--- src/rtl/mrrp_pkg.sv ---
package mrrp_pkg;

	typedef enum logic [2:0] {
		PH_ADDR    = 3'd0,
		PH_FUNC    = 3'd1,
		PH_COUNT   = 3'd2,
		PH_BODY    = 3'd3,
		PH_SKIP    = 3'd4,
		PH_DISCARD = 3'd5
	} phase_t;

	typedef enum logic [2:0] {
		KIND_WORD      = 3'd0,
		KIND_BLOWER    = 3'd1,
		KIND_WRITE_ACK = 3'd2,
		KIND_READ_OK   = 3'd3,
		KIND_CRC_ERR   = 3'd4,
		KIND_BAD_ADDR  = 3'd5,
		KIND_BAD_FUNC  = 3'd6,
		KIND_TOO_LONG  = 3'd7
	} kind_t;

	typedef struct packed {
		logic [7:0] rx_byte;
		logic       frame_start;
	} rx_item_t;

	typedef struct packed {
		kind_t       kind;
		logic [3:0]  word_index;
		logic [15:0] word_value;
		logic        blower_running;
		logic        last;
	} result_t;

	localparam logic [7:0]  FC_READ      = 8'd3;
	localparam logic [7:0]  FC_WRITE     = 8'd6;
	localparam logic [8:0]  LEN_WRITE    = 9'd8;
	localparam logic [8:0]  LEN_OVERHEAD = 9'd5;
	localparam logic [15:0] CRC_INIT     = 16'hFFFF;
	localparam logic [15:0] CRC_POLY     = 16'hA001;
	localparam logic        REG_SLAVE_ADDR = 1'b0;

	// crc-16/modbus over one byte, reflected
	function automatic logic [15:0] crc_fold(input logic [15:0] crc, input logic [7:0] b);
		logic [15:0] c;
		c = crc ^ {8'h00, b};
		for (int i = 0; i < 8; i++) begin
			if (c[0]) begin
				c = (c >> 1) ^ CRC_POLY;
			end else begin
				c = c >> 1;
			end
		end
		return c;
	endfunction

endpackage

--- src/rtl/modbus_rtu_response_parser_unit.sv ---
// Modbus RTU response parser.
// Input channel: byte_valid/byte_ready carry one received byte per transfer,
// with frame_start forcing that byte to open a new frame.
// Output channel: result_valid/result_ready carry result items; last marks
// the final result caused by one byte.
// Configuration: APB write of slave_address at byte address 0, reset value 1.
// Every byte is parsed in the cycle it is taken (crc update, phase, counts),
// so a byte is accepted every cycle while the result register is free or
// being emptied. A result appears in the cycle after its byte is taken.
// A good read response with REG_BYTES data bytes gives REG_BYTES/2 register
// words, one per cycle unless stalled, shifted out of the data byte line; no
// bytes are taken until the last word is loaded into the result register.
// Reset clears the parse state and crc, drops any result and waits for an
// address byte. When the receiver stalls, the result register holds and no
// byte is taken until the waiting result has been transferred.
module modbus_rtu_response_parser_unit #(
	parameter int REG_BYTES = 26
) (
	input  logic                clk,
	input  logic                arst_n,
	input  logic                byte_valid,
	output logic                byte_ready,
	input  mrrp_pkg::rx_item_t  byte_data,
	output logic                result_valid,
	input  logic                result_ready,
	output mrrp_pkg::result_t   result,
	input  logic                psel,
	input  logic                penable,
	input  logic                pwrite,
	input  logic [2:0]          paddr,
	input  logic [31:0]         pwdata,
	output logic [31:0]         prdata,
	output logic                pready
);

	localparam int NWORDS = REG_BYTES / 2;
	localparam int WCW = (NWORDS > 1) ? $clog2(NWORDS) : 1;

	logic [7:0]              slave_address_q;
	mrrp_pkg::phase_t        phase_q, phase_nxt;
	logic [8:0]              byte_counter_q, byte_counter_nxt;
	logic [8:0]              expected_length_q, expected_length_nxt;
	logic [7:0]              function_code_q, function_code_nxt;
	logic [15:0]             crc_q, crc_nxt;
	logic [7:0]              held_crc_q, held_crc_nxt;
	logic [7:0]              data_line_q [REG_BYTES];

	logic                    store_byte;
	logic                    emit;
	mrrp_pkg::kind_t         emit_kind;
	logic                    start_burst;
	logic                    blower_bit;

	logic                    out_valid_q;
	mrrp_pkg::result_t       out_q;
	logic                    burst_q;
	logic [WCW-1:0]          wcnt_q;

	logic                    accept;
	logic                    take;
	logic                    load_word;
	logic [7:0]              b;
	logic [9:0]              idx_plus2;
	logic [8:0]              count_val;
	logic [8:0]              skip_cnt;
	logic                    crc_ok;
	logic [15:0]             head_word;

	assign accept = byte_valid && byte_ready;
	assign take = out_valid_q && result_ready;
	assign byte_ready = !burst_q && (!out_valid_q || result_ready);
	assign result_valid = out_valid_q;
	assign result = out_q;
	assign b = byte_data.rx_byte;
	assign idx_plus2 = {1'b0, byte_counter_q} + 10'd2;
	assign count_val = expected_length_q - mrrp_pkg::LEN_OVERHEAD;
	assign skip_cnt = byte_counter_q + 9'd1;
	assign crc_ok = (held_crc_q == crc_q[7:0]) && (b == crc_q[15:8]);
	assign head_word = {data_line_q[REG_BYTES-1], data_line_q[REG_BYTES-2]};
	assign blower_bit = (data_line_q[0] == 8'd1);

	// next state of the parser
	always_comb begin
		mrrp_pkg::phase_t ph;
		ph = byte_data.frame_start ? mrrp_pkg::PH_ADDR : phase_q;
		phase_nxt = ph;
		byte_counter_nxt = byte_counter_q;
		expected_length_nxt = expected_length_q;
		function_code_nxt = function_code_q;
		crc_nxt = crc_q;
		held_crc_nxt = held_crc_q;
		store_byte = 1'b0;
		case (ph)
			mrrp_pkg::PH_ADDR: begin
				crc_nxt = mrrp_pkg::crc_fold(mrrp_pkg::CRC_INIT, b);
				byte_counter_nxt = 9'd1;
				expected_length_nxt = 9'd0;
				phase_nxt = (b == slave_address_q) ? mrrp_pkg::PH_FUNC
					: mrrp_pkg::PH_DISCARD;
			end
			mrrp_pkg::PH_FUNC: begin
				crc_nxt = mrrp_pkg::crc_fold(crc_q, b);
				function_code_nxt = b;
				byte_counter_nxt = 9'd2;
				if (b == mrrp_pkg::FC_WRITE) begin
					expected_length_nxt = mrrp_pkg::LEN_WRITE;
					phase_nxt = mrrp_pkg::PH_BODY;
				end else if (b == mrrp_pkg::FC_READ) begin
					phase_nxt = mrrp_pkg::PH_COUNT;
				end else begin
					phase_nxt = mrrp_pkg::PH_DISCARD;
				end
			end
			mrrp_pkg::PH_COUNT: begin
				crc_nxt = mrrp_pkg::crc_fold(crc_q, b);
				byte_counter_nxt = 9'd3;
				expected_length_nxt = {1'b0, b} + mrrp_pkg::LEN_OVERHEAD;
				phase_nxt = ({1'b0, b} > 9'(REG_BYTES)) ? mrrp_pkg::PH_SKIP
					: mrrp_pkg::PH_BODY;
			end
			mrrp_pkg::PH_BODY: begin
				if (idx_plus2 < {1'b0, expected_length_q}) begin
					crc_nxt = mrrp_pkg::crc_fold(crc_q, b);
					store_byte = (function_code_q == mrrp_pkg::FC_READ)
						&& (byte_counter_q >= 9'd3)
						&& ((byte_counter_q - 9'd3) < 9'(REG_BYTES));
					byte_counter_nxt = byte_counter_q + 9'd1;
				end else if (idx_plus2 == {1'b0, expected_length_q}) begin
					held_crc_nxt = b;
					byte_counter_nxt = byte_counter_q + 9'd1;
				end else begin
					phase_nxt = mrrp_pkg::PH_ADDR;
					byte_counter_nxt = 9'd0;
				end
			end
			mrrp_pkg::PH_SKIP: begin
				byte_counter_nxt = skip_cnt;
				if (skip_cnt >= expected_length_q) begin
					phase_nxt = mrrp_pkg::PH_ADDR;
					byte_counter_nxt = 9'd0;
				end
			end
			default: begin
			end
		endcase
	end

	// result caused by the byte
	always_comb begin
		mrrp_pkg::phase_t ph;
		ph = byte_data.frame_start ? mrrp_pkg::PH_ADDR : phase_q;
		emit = 1'b0;
		emit_kind = mrrp_pkg::KIND_READ_OK;
		start_burst = 1'b0;
		case (ph)
			mrrp_pkg::PH_ADDR: begin
				emit = (b != slave_address_q);
				emit_kind = mrrp_pkg::KIND_BAD_ADDR;
			end
			mrrp_pkg::PH_FUNC: begin
				emit = (b != mrrp_pkg::FC_WRITE) && (b != mrrp_pkg::FC_READ);
				emit_kind = mrrp_pkg::KIND_BAD_FUNC;
			end
			mrrp_pkg::PH_BODY: begin
				if (idx_plus2 > {1'b0, expected_length_q}) begin
					emit = 1'b1;
					if (!crc_ok) begin
						emit_kind = mrrp_pkg::KIND_CRC_ERR;
					end else if (function_code_q == mrrp_pkg::FC_WRITE) begin
						emit_kind = mrrp_pkg::KIND_WRITE_ACK;
					end else if (count_val == 9'(REG_BYTES)) begin
						emit_kind = mrrp_pkg::KIND_WORD;
						start_burst = 1'b1;
					end else if (count_val == 9'd2) begin
						emit_kind = mrrp_pkg::KIND_BLOWER;
					end else begin
						emit_kind = mrrp_pkg::KIND_READ_OK;
					end
				end
			end
			mrrp_pkg::PH_SKIP: begin
				emit = (skip_cnt >= expected_length_q);
				emit_kind = mrrp_pkg::KIND_TOO_LONG;
			end
			default: begin
			end
		endcase
	end

	assign load_word = (accept && emit && start_burst) || (take && burst_q);

	always_ff @(posedge clk or negedge arst_n) begin
		if (!arst_n) begin
			phase_q <= mrrp_pkg::PH_ADDR;
			byte_counter_q <= 9'd0;
			expected_length_q <= 9'd0;
			function_code_q <= 8'd0;
			crc_q <= mrrp_pkg::CRC_INIT;
			held_crc_q <= 8'd0;
		end else if (accept) begin
			phase_q <= phase_nxt;
			byte_counter_q <= byte_counter_nxt;
			expected_length_q <= expected_length_nxt;
			function_code_q <= function_code_nxt;
			crc_q <= crc_nxt;
			held_crc_q <= held_crc_nxt;
		end
	end

	// data bytes enter at the young end; words leave two bytes at a time
	always_ff @(posedge clk) begin
		if (accept && store_byte) begin
			data_line_q[0] <= b;
			for (int i = 1; i < REG_BYTES; i++) begin
				data_line_q[i] <= data_line_q[i-1];
			end
		end else if (load_word) begin
			data_line_q[0] <= 8'd0;
			data_line_q[1] <= 8'd0;
			for (int i = 2; i < REG_BYTES; i++) begin
				data_line_q[i] <= data_line_q[i-2];
			end
		end
	end

	always_ff @(posedge clk or negedge arst_n) begin
		if (!arst_n) begin
			out_valid_q <= 1'b0;
			burst_q <= 1'b0;
			wcnt_q <= '0;
		end else if (accept && emit) begin
			out_valid_q <= 1'b1;
			burst_q <= start_burst && (NWORDS > 1);
			wcnt_q <= WCW'(1);
		end else if (take && burst_q) begin
			wcnt_q <= wcnt_q + WCW'(1);
			if (wcnt_q == WCW'(NWORDS - 1)) begin
				burst_q <= 1'b0;
			end
		end else if (take) begin
			out_valid_q <= 1'b0;
		end
	end

	always_ff @(posedge clk) begin
		if (accept && emit) begin
			out_q.kind <= emit_kind;
			out_q.word_index <= 4'd0;
			out_q.word_value <= start_burst ? head_word : 16'd0;
			out_q.blower_running <= (emit_kind == mrrp_pkg::KIND_BLOWER) ? blower_bit : 1'b0;
			out_q.last <= !(start_burst && (NWORDS > 1));
		end else if (take && burst_q) begin
			out_q.kind <= mrrp_pkg::KIND_WORD;
			out_q.word_index <= 4'(wcnt_q);
			out_q.word_value <= head_word;
			out_q.blower_running <= 1'b0;
			out_q.last <= (wcnt_q == WCW'(NWORDS - 1));
		end
	end

	// configuration port
	always_ff @(posedge clk or negedge arst_n) begin
		if (!arst_n) begin
			slave_address_q <= 8'd1;
		end else if (psel && penable && pwrite && pready
			&& (paddr[2] == mrrp_pkg::REG_SLAVE_ADDR) && (paddr[1:0] == 2'd0)) begin
			slave_address_q <= pwdata[7:0];
		end
	end

	assign pready = 1'b1;
	assign prdata = (paddr[2] == mrrp_pkg::REG_SLAVE_ADDR) ? {24'd0, slave_address_q} : 32'd0;

	a_burst_shows_word: assert property (@(posedge clk) disable iff (!arst_n)
		burst_q |-> (out_valid_q && (out_q.kind == mrrp_pkg::KIND_WORD) && !out_q.last))
		else $error("word burst pending without a non-final word in the result register");

	a_burst_after_frame: assert property (@(posedge clk) disable iff (!arst_n)
		burst_q |-> (phase_q == mrrp_pkg::PH_ADDR))
		else $error("word burst while a frame is still being parsed");

	a_burst_ends: assert property (@(posedge clk) disable iff (!arst_n)
		(take && out_q.last) |=> !burst_q)
		else $error("word burst continues after the final word");

endmodule

--- config.mk ---
export PLATFORM = sky130hd
export DESIGN_NAME = modbus_rtu_response_parser_unit
export DESIGN_NICKNAME = d
export VERILOG_FILES = /design/src/rtl/mrrp_pkg.sv /design/src/rtl/modbus_rtu_response_parser_unit.sv
export SDC_FILE = /design/constraint.sdc
export NUM_CORES = 1
export LEC_CHECK = 0
export BUFFER_PORTS_ARGS = -buffer_cell sky130_fd_sc_hd__buf_2
export CORE_ASPECT_RATIO = 0.6
export CORE_MARGIN = 1
export CORE_UTILIZATION = 25
export DETAILED_ROUTE_END_ITERATION = 10
export REMOVE_ABC_BUFFERS = 1
export SYNTH_ARGS = -nofsm -noshare
export SYNTH_HDL_FRONTEND = slang
export SYNTH_SLANG_ARGS = --single-unit
--- constraint.sdc ---
create_clock -name clk -period 7.3 [get_ports clk]
set_clock_uncertainty 0.15 [all_clocks]
set_input_delay 1.095 -clock clk [delete_from_list [all_inputs] [get_ports clk]]
set_output_delay 1.095 -clock clk [all_outputs]
set_load 0.005 [all_outputs]
==> results_dict.tcl <==
set metrics [dict create \
    avgViaCountPerCell 4.557 \
    wl_um 29020 \
    critPathLaunchType "flop" \
    final_weighted_congestion_in_routability_driven_placement 0.8485 \
    numPortBuffers 61 \
    detailedPlacementHpwl_um 18630 \
    htree_levels 1 \
    critPathKind "flop to flop" \
    category_of_the_worst_setup_path_capture_point "flop" \
    hold_buffers 0 \
    crit_fanout 21 \
    floorplan.die.height_um 189.6 \
    crit_arrival_ps 4930 \
    final-setup-viol-count 0 \
    clock-root-buffer "sky130_fd_sc_hd__clkbuf_16" \
    synthToLayoutAreaGrowth_pct 12.97 \
    slew_viol_final 0 \
    floorplan.io_pins 111 \
    die_w_um 314.7 \
    number_of_antenna_violations_at_the_first_check_in_global_routing 1 \
    finalHoldViolations 0 \
    clock_insertion_delay_worst_skew_ps 570 \
    grt_setup_unrepaired "false" \
    drt-initial-drc-count 758 \
    synth.lib_cells_used.distinct 66 \
    fp-row-count 68 \
    finalNetCount 1248 \
    core_region_sq_um 57690 \
    leakage_nw 5.467 \
    p_total_mw 4.532 \
    syn_avg_cell_area_sq_um 12.86 \
    finalWorstPathRequiredPeriod_ps 5022 \
    ctsResizeCount 0 \
    clock_sink_count 300 \
    drt-wirelength-per-cell_um 14.85 \
    clk_transition_reported_paths_ps 60 \
    slew_headroom 0.2463 \
    async_flop_share 0.2233 \
    timing_worst_slew_pin_value_ps 1122 \
    yosys_register_bits 300 \
    grt_first_pass_wirelength_um 46730 \
    max-clock-path-buffers 3 \
    synthesis.yosys.warnings 0 \
    synth_edf_count 213 \
    synthesis.area_sq_um 14670 \
    finalCritPeriodShare 0.6880 \
    num_vias 8905 \
    grt.total_usage 0.09553 \
    p_per_area_nw_per_um2 273.5 \
    floorplan.die_area_sq_um 59680 \
    status "finished clean" \
    synth_sequential_area_ratio 0.5791 \
    antenna_cells 0 \
    number_of_buffers_created_by_cts 29 \
    register_to_register_setup_slack_ps 2280 \
    count_of_antenna_violating_nets_left_after_detailed_routing 0 \
    first_global_vias 8498 \
    tritoncts_clock_tree "yes" \
    required_time_of_the_critical_path_ps 7210 \
    pin_count_of_the_biggest_net_entering_global_routing 193 \
    detailedRoute.firstPassIterationCount 5 \
    peakVddDrop_v 0.0001831 \
    globalRoute.totalOverflow 0 \
    worst_hold_path_type "flop to flop" \
    max_freq_mhz 199.1 \
    remaining_drc_errors 0 \
    final_util 0.2872 \
    initial_utilization 0.2543 \
    syn-instance-count 1141 \
    final_layout_size_suffix_gt1_frac 0.1613 \
    synth_top_flop_cell "sky130_fd_sc_hd__edfxtp_1" \
    max_cap_violations 0 \
    cts_post_setup_buffers_inserted 0 \
]
-- critical path, cell delays in order, from the launching register on --
cell and delay (ps):
sky130_fd_sc_hd__dfrtp_1 550, sky130_fd_sc_hd__ha_1 430, sky130_fd_sc_hd__nand3_1 260, sky130_fd_sc_hd__nor2_1 250, sky130_fd_sc_hd__nand3_1 170, sky130_fd_sc_hd__xnor2_1 240
sky130_fd_sc_hd__ha_1 290, sky130_fd_sc_hd__nand2_1 80, sky130_fd_sc_hd__nor2_1 40, sky130_fd_sc_hd__a2111oi_0 400, sky130_fd_sc_hd__o31ai_1 250, sky130_fd_sc_hd__a31oi_1 420
sky130_fd_sc_hd__a21o_1 300, sky130_fd_sc_hd__nand2_1 660
-- synthesized netlist by cell type (29+ instances only) --
cell type	instances	area, sq um
sky130_fd_sc_hd__xnor2_1	49	429.2
sky130_fd_sc_hd__nand2_1	71	266.5
sky130_fd_sc_hd__ha_1	36	450.4
sky130_fd_sc_hd__o21ai_0	54	270.3
sky130_fd_sc_hd__mux2_1	47	529.3
sky130_fd_sc_hd__nor2_1	41	153.9
sky130_fd_sc_hd__mux2_2	49	551.8
sky130_fd_sc_hd__a22o_1	114	998.5
sky130_fd_sc_hd__inv_1	34	127.6
sky130_fd_sc_hd__buf_2	29	145.1
sky130_fd_sc_hd__buf_4	38	285.3
sky130_fd_sc_hd__dfrtp_1	50	1251
sky130_fd_sc_hd__edfxtp_1	213	6396
-- flip-flops by register name, indices dropped and copies added (netlist names) --
name,count
held_crc_q,8
function_code_q,8
crc_q,16
result_valid,1
data_line_q,208
byte_counter_q,9
burst_q,1
slave_address_q,8
expected_length_q,9
wcnt_q,4
phase_q,3
result,25
-- layout by cell type (no fill, tap or decap), types with 17 or more instances in the layout --
master	count
sky130_fd_sc_hd__edfxtp_1	213
sky130_fd_sc_hd__a22o_1	114
sky130_fd_sc_hd__nand2_1	71
sky130_fd_sc_hd__buf_2	61
sky130_fd_sc_hd__o21ai_0	53
sky130_fd_sc_hd__dfrtp_1	50
sky130_fd_sc_hd__xnor2_1	49
sky130_fd_sc_hd__mux2_2	49
sky130_fd_sc_hd__mux2_1	47
sky130_fd_sc_hd__nor2_1	41
sky130_fd_sc_hd__ha_1	36
sky130_fd_sc_hd__inv_1	34
sky130_fd_sc_hd__clkbuf_16	30
sky130_fd_sc_hd__a21oi_1	27
sky130_fd_sc_hd__conb_1	25
sky130_fd_sc_hd__xor2_1	24
sky130_fd_sc_hd__nand3_1	21
sky130_fd_sc_hd__dfxtp_1	20
sky130_fd_sc_hd__mux2i_1	19
sky130_fd_sc_hd__and2_1	18
sky130_fd_sc_hd__o311ai_0	17
sky130_fd_sc_hd__dfstp_2	17
-- where the power goes --
part / switching (mW) / internal (mW) / total (mW)
combinational: 0.442 / 0.334 / 0.777
clock: 0.669 / 1.00 / 1.67
sequential: 0.118 / 1.97 / 2.08
total: 1.23 / 3.30 / 4.53
-- worst paths after layout --
path | startpoint | cells past startpoint | end
max in group asynchronous | arst_n | 2 | phase_q[0]$_DFFE_PN0P_
worst min register to register | result[20]$_SDFFE_PN0P_ | 2 | result[20]$_SDFFE_PN0P_
worst max register to register | byte_counter_q[0]$_DFFE_PN0P_ | 13 | result[17]$_DFFE_PP_
worst min-delay path | result[20]$_SDFFE_PN0P_ | 2 | result[20]$_SDFFE_PN0P_
min in group asynchronous | arst_n | 2 | held_crc_q[5]$_DFFE_PN0P_
worst max-delay path | byte_counter_q[0]$_DFFE_PN0P_ | 13 | result[17]$_DFFE_PP_
-- per-stage QoR --
step	setup slack [ps]	instances	hold WS, ps	TNS (ps)	area [sq um]
detailed placement	2354	1900	313.0	0	15510
global placement	2430	1900	309.8	0	15510
global route	1910	1954	349.2	0	16570
floorplan	-7651	1063	292.2	-2459860	14130
CTS	2322	1954	320.5	0	16570
finish	2278	1954	314.8	0	16570
-- layer usage --
metal	vias to the layer above	GRT usage	routed length, um
met5	-	0	0
met4	0	0.02072	498
met3	41	0.02224	2032
met2	239	0.1326	11790
met1	4340	0.1474	14710
li1	4285	-	-
-- logic make-up after synthesis --
| group | Yosys count | share of synthesized area |
|---|---|---|
| compound gates | 257 | 0.1297 |
| xor+xnor | 75 | 0.04666 |
| fa+ha+maj | 36 | 0.03071 |
| buf+inv | 135 | 0.05093 |
| flops | 300 | 0.5791 |
| mux | 115 | 0.08667 |
| other cells | 2 | 0.0005120 |
| simple gates | 221 | 0.07567 |
-- layout make-up --
cell class	instances	area (sq um)
Fill cell	5893	41120
Timing Repair Buffer	67	387.9
Tap cell	770	963.4
Multi-Input combinational cell	729	5533
Sequential cell	300	8494
Clock buffer	40	818.3
Clock inverter	14	245.2
Inverter	34	127.6
(Power assumes the default switching activity.)
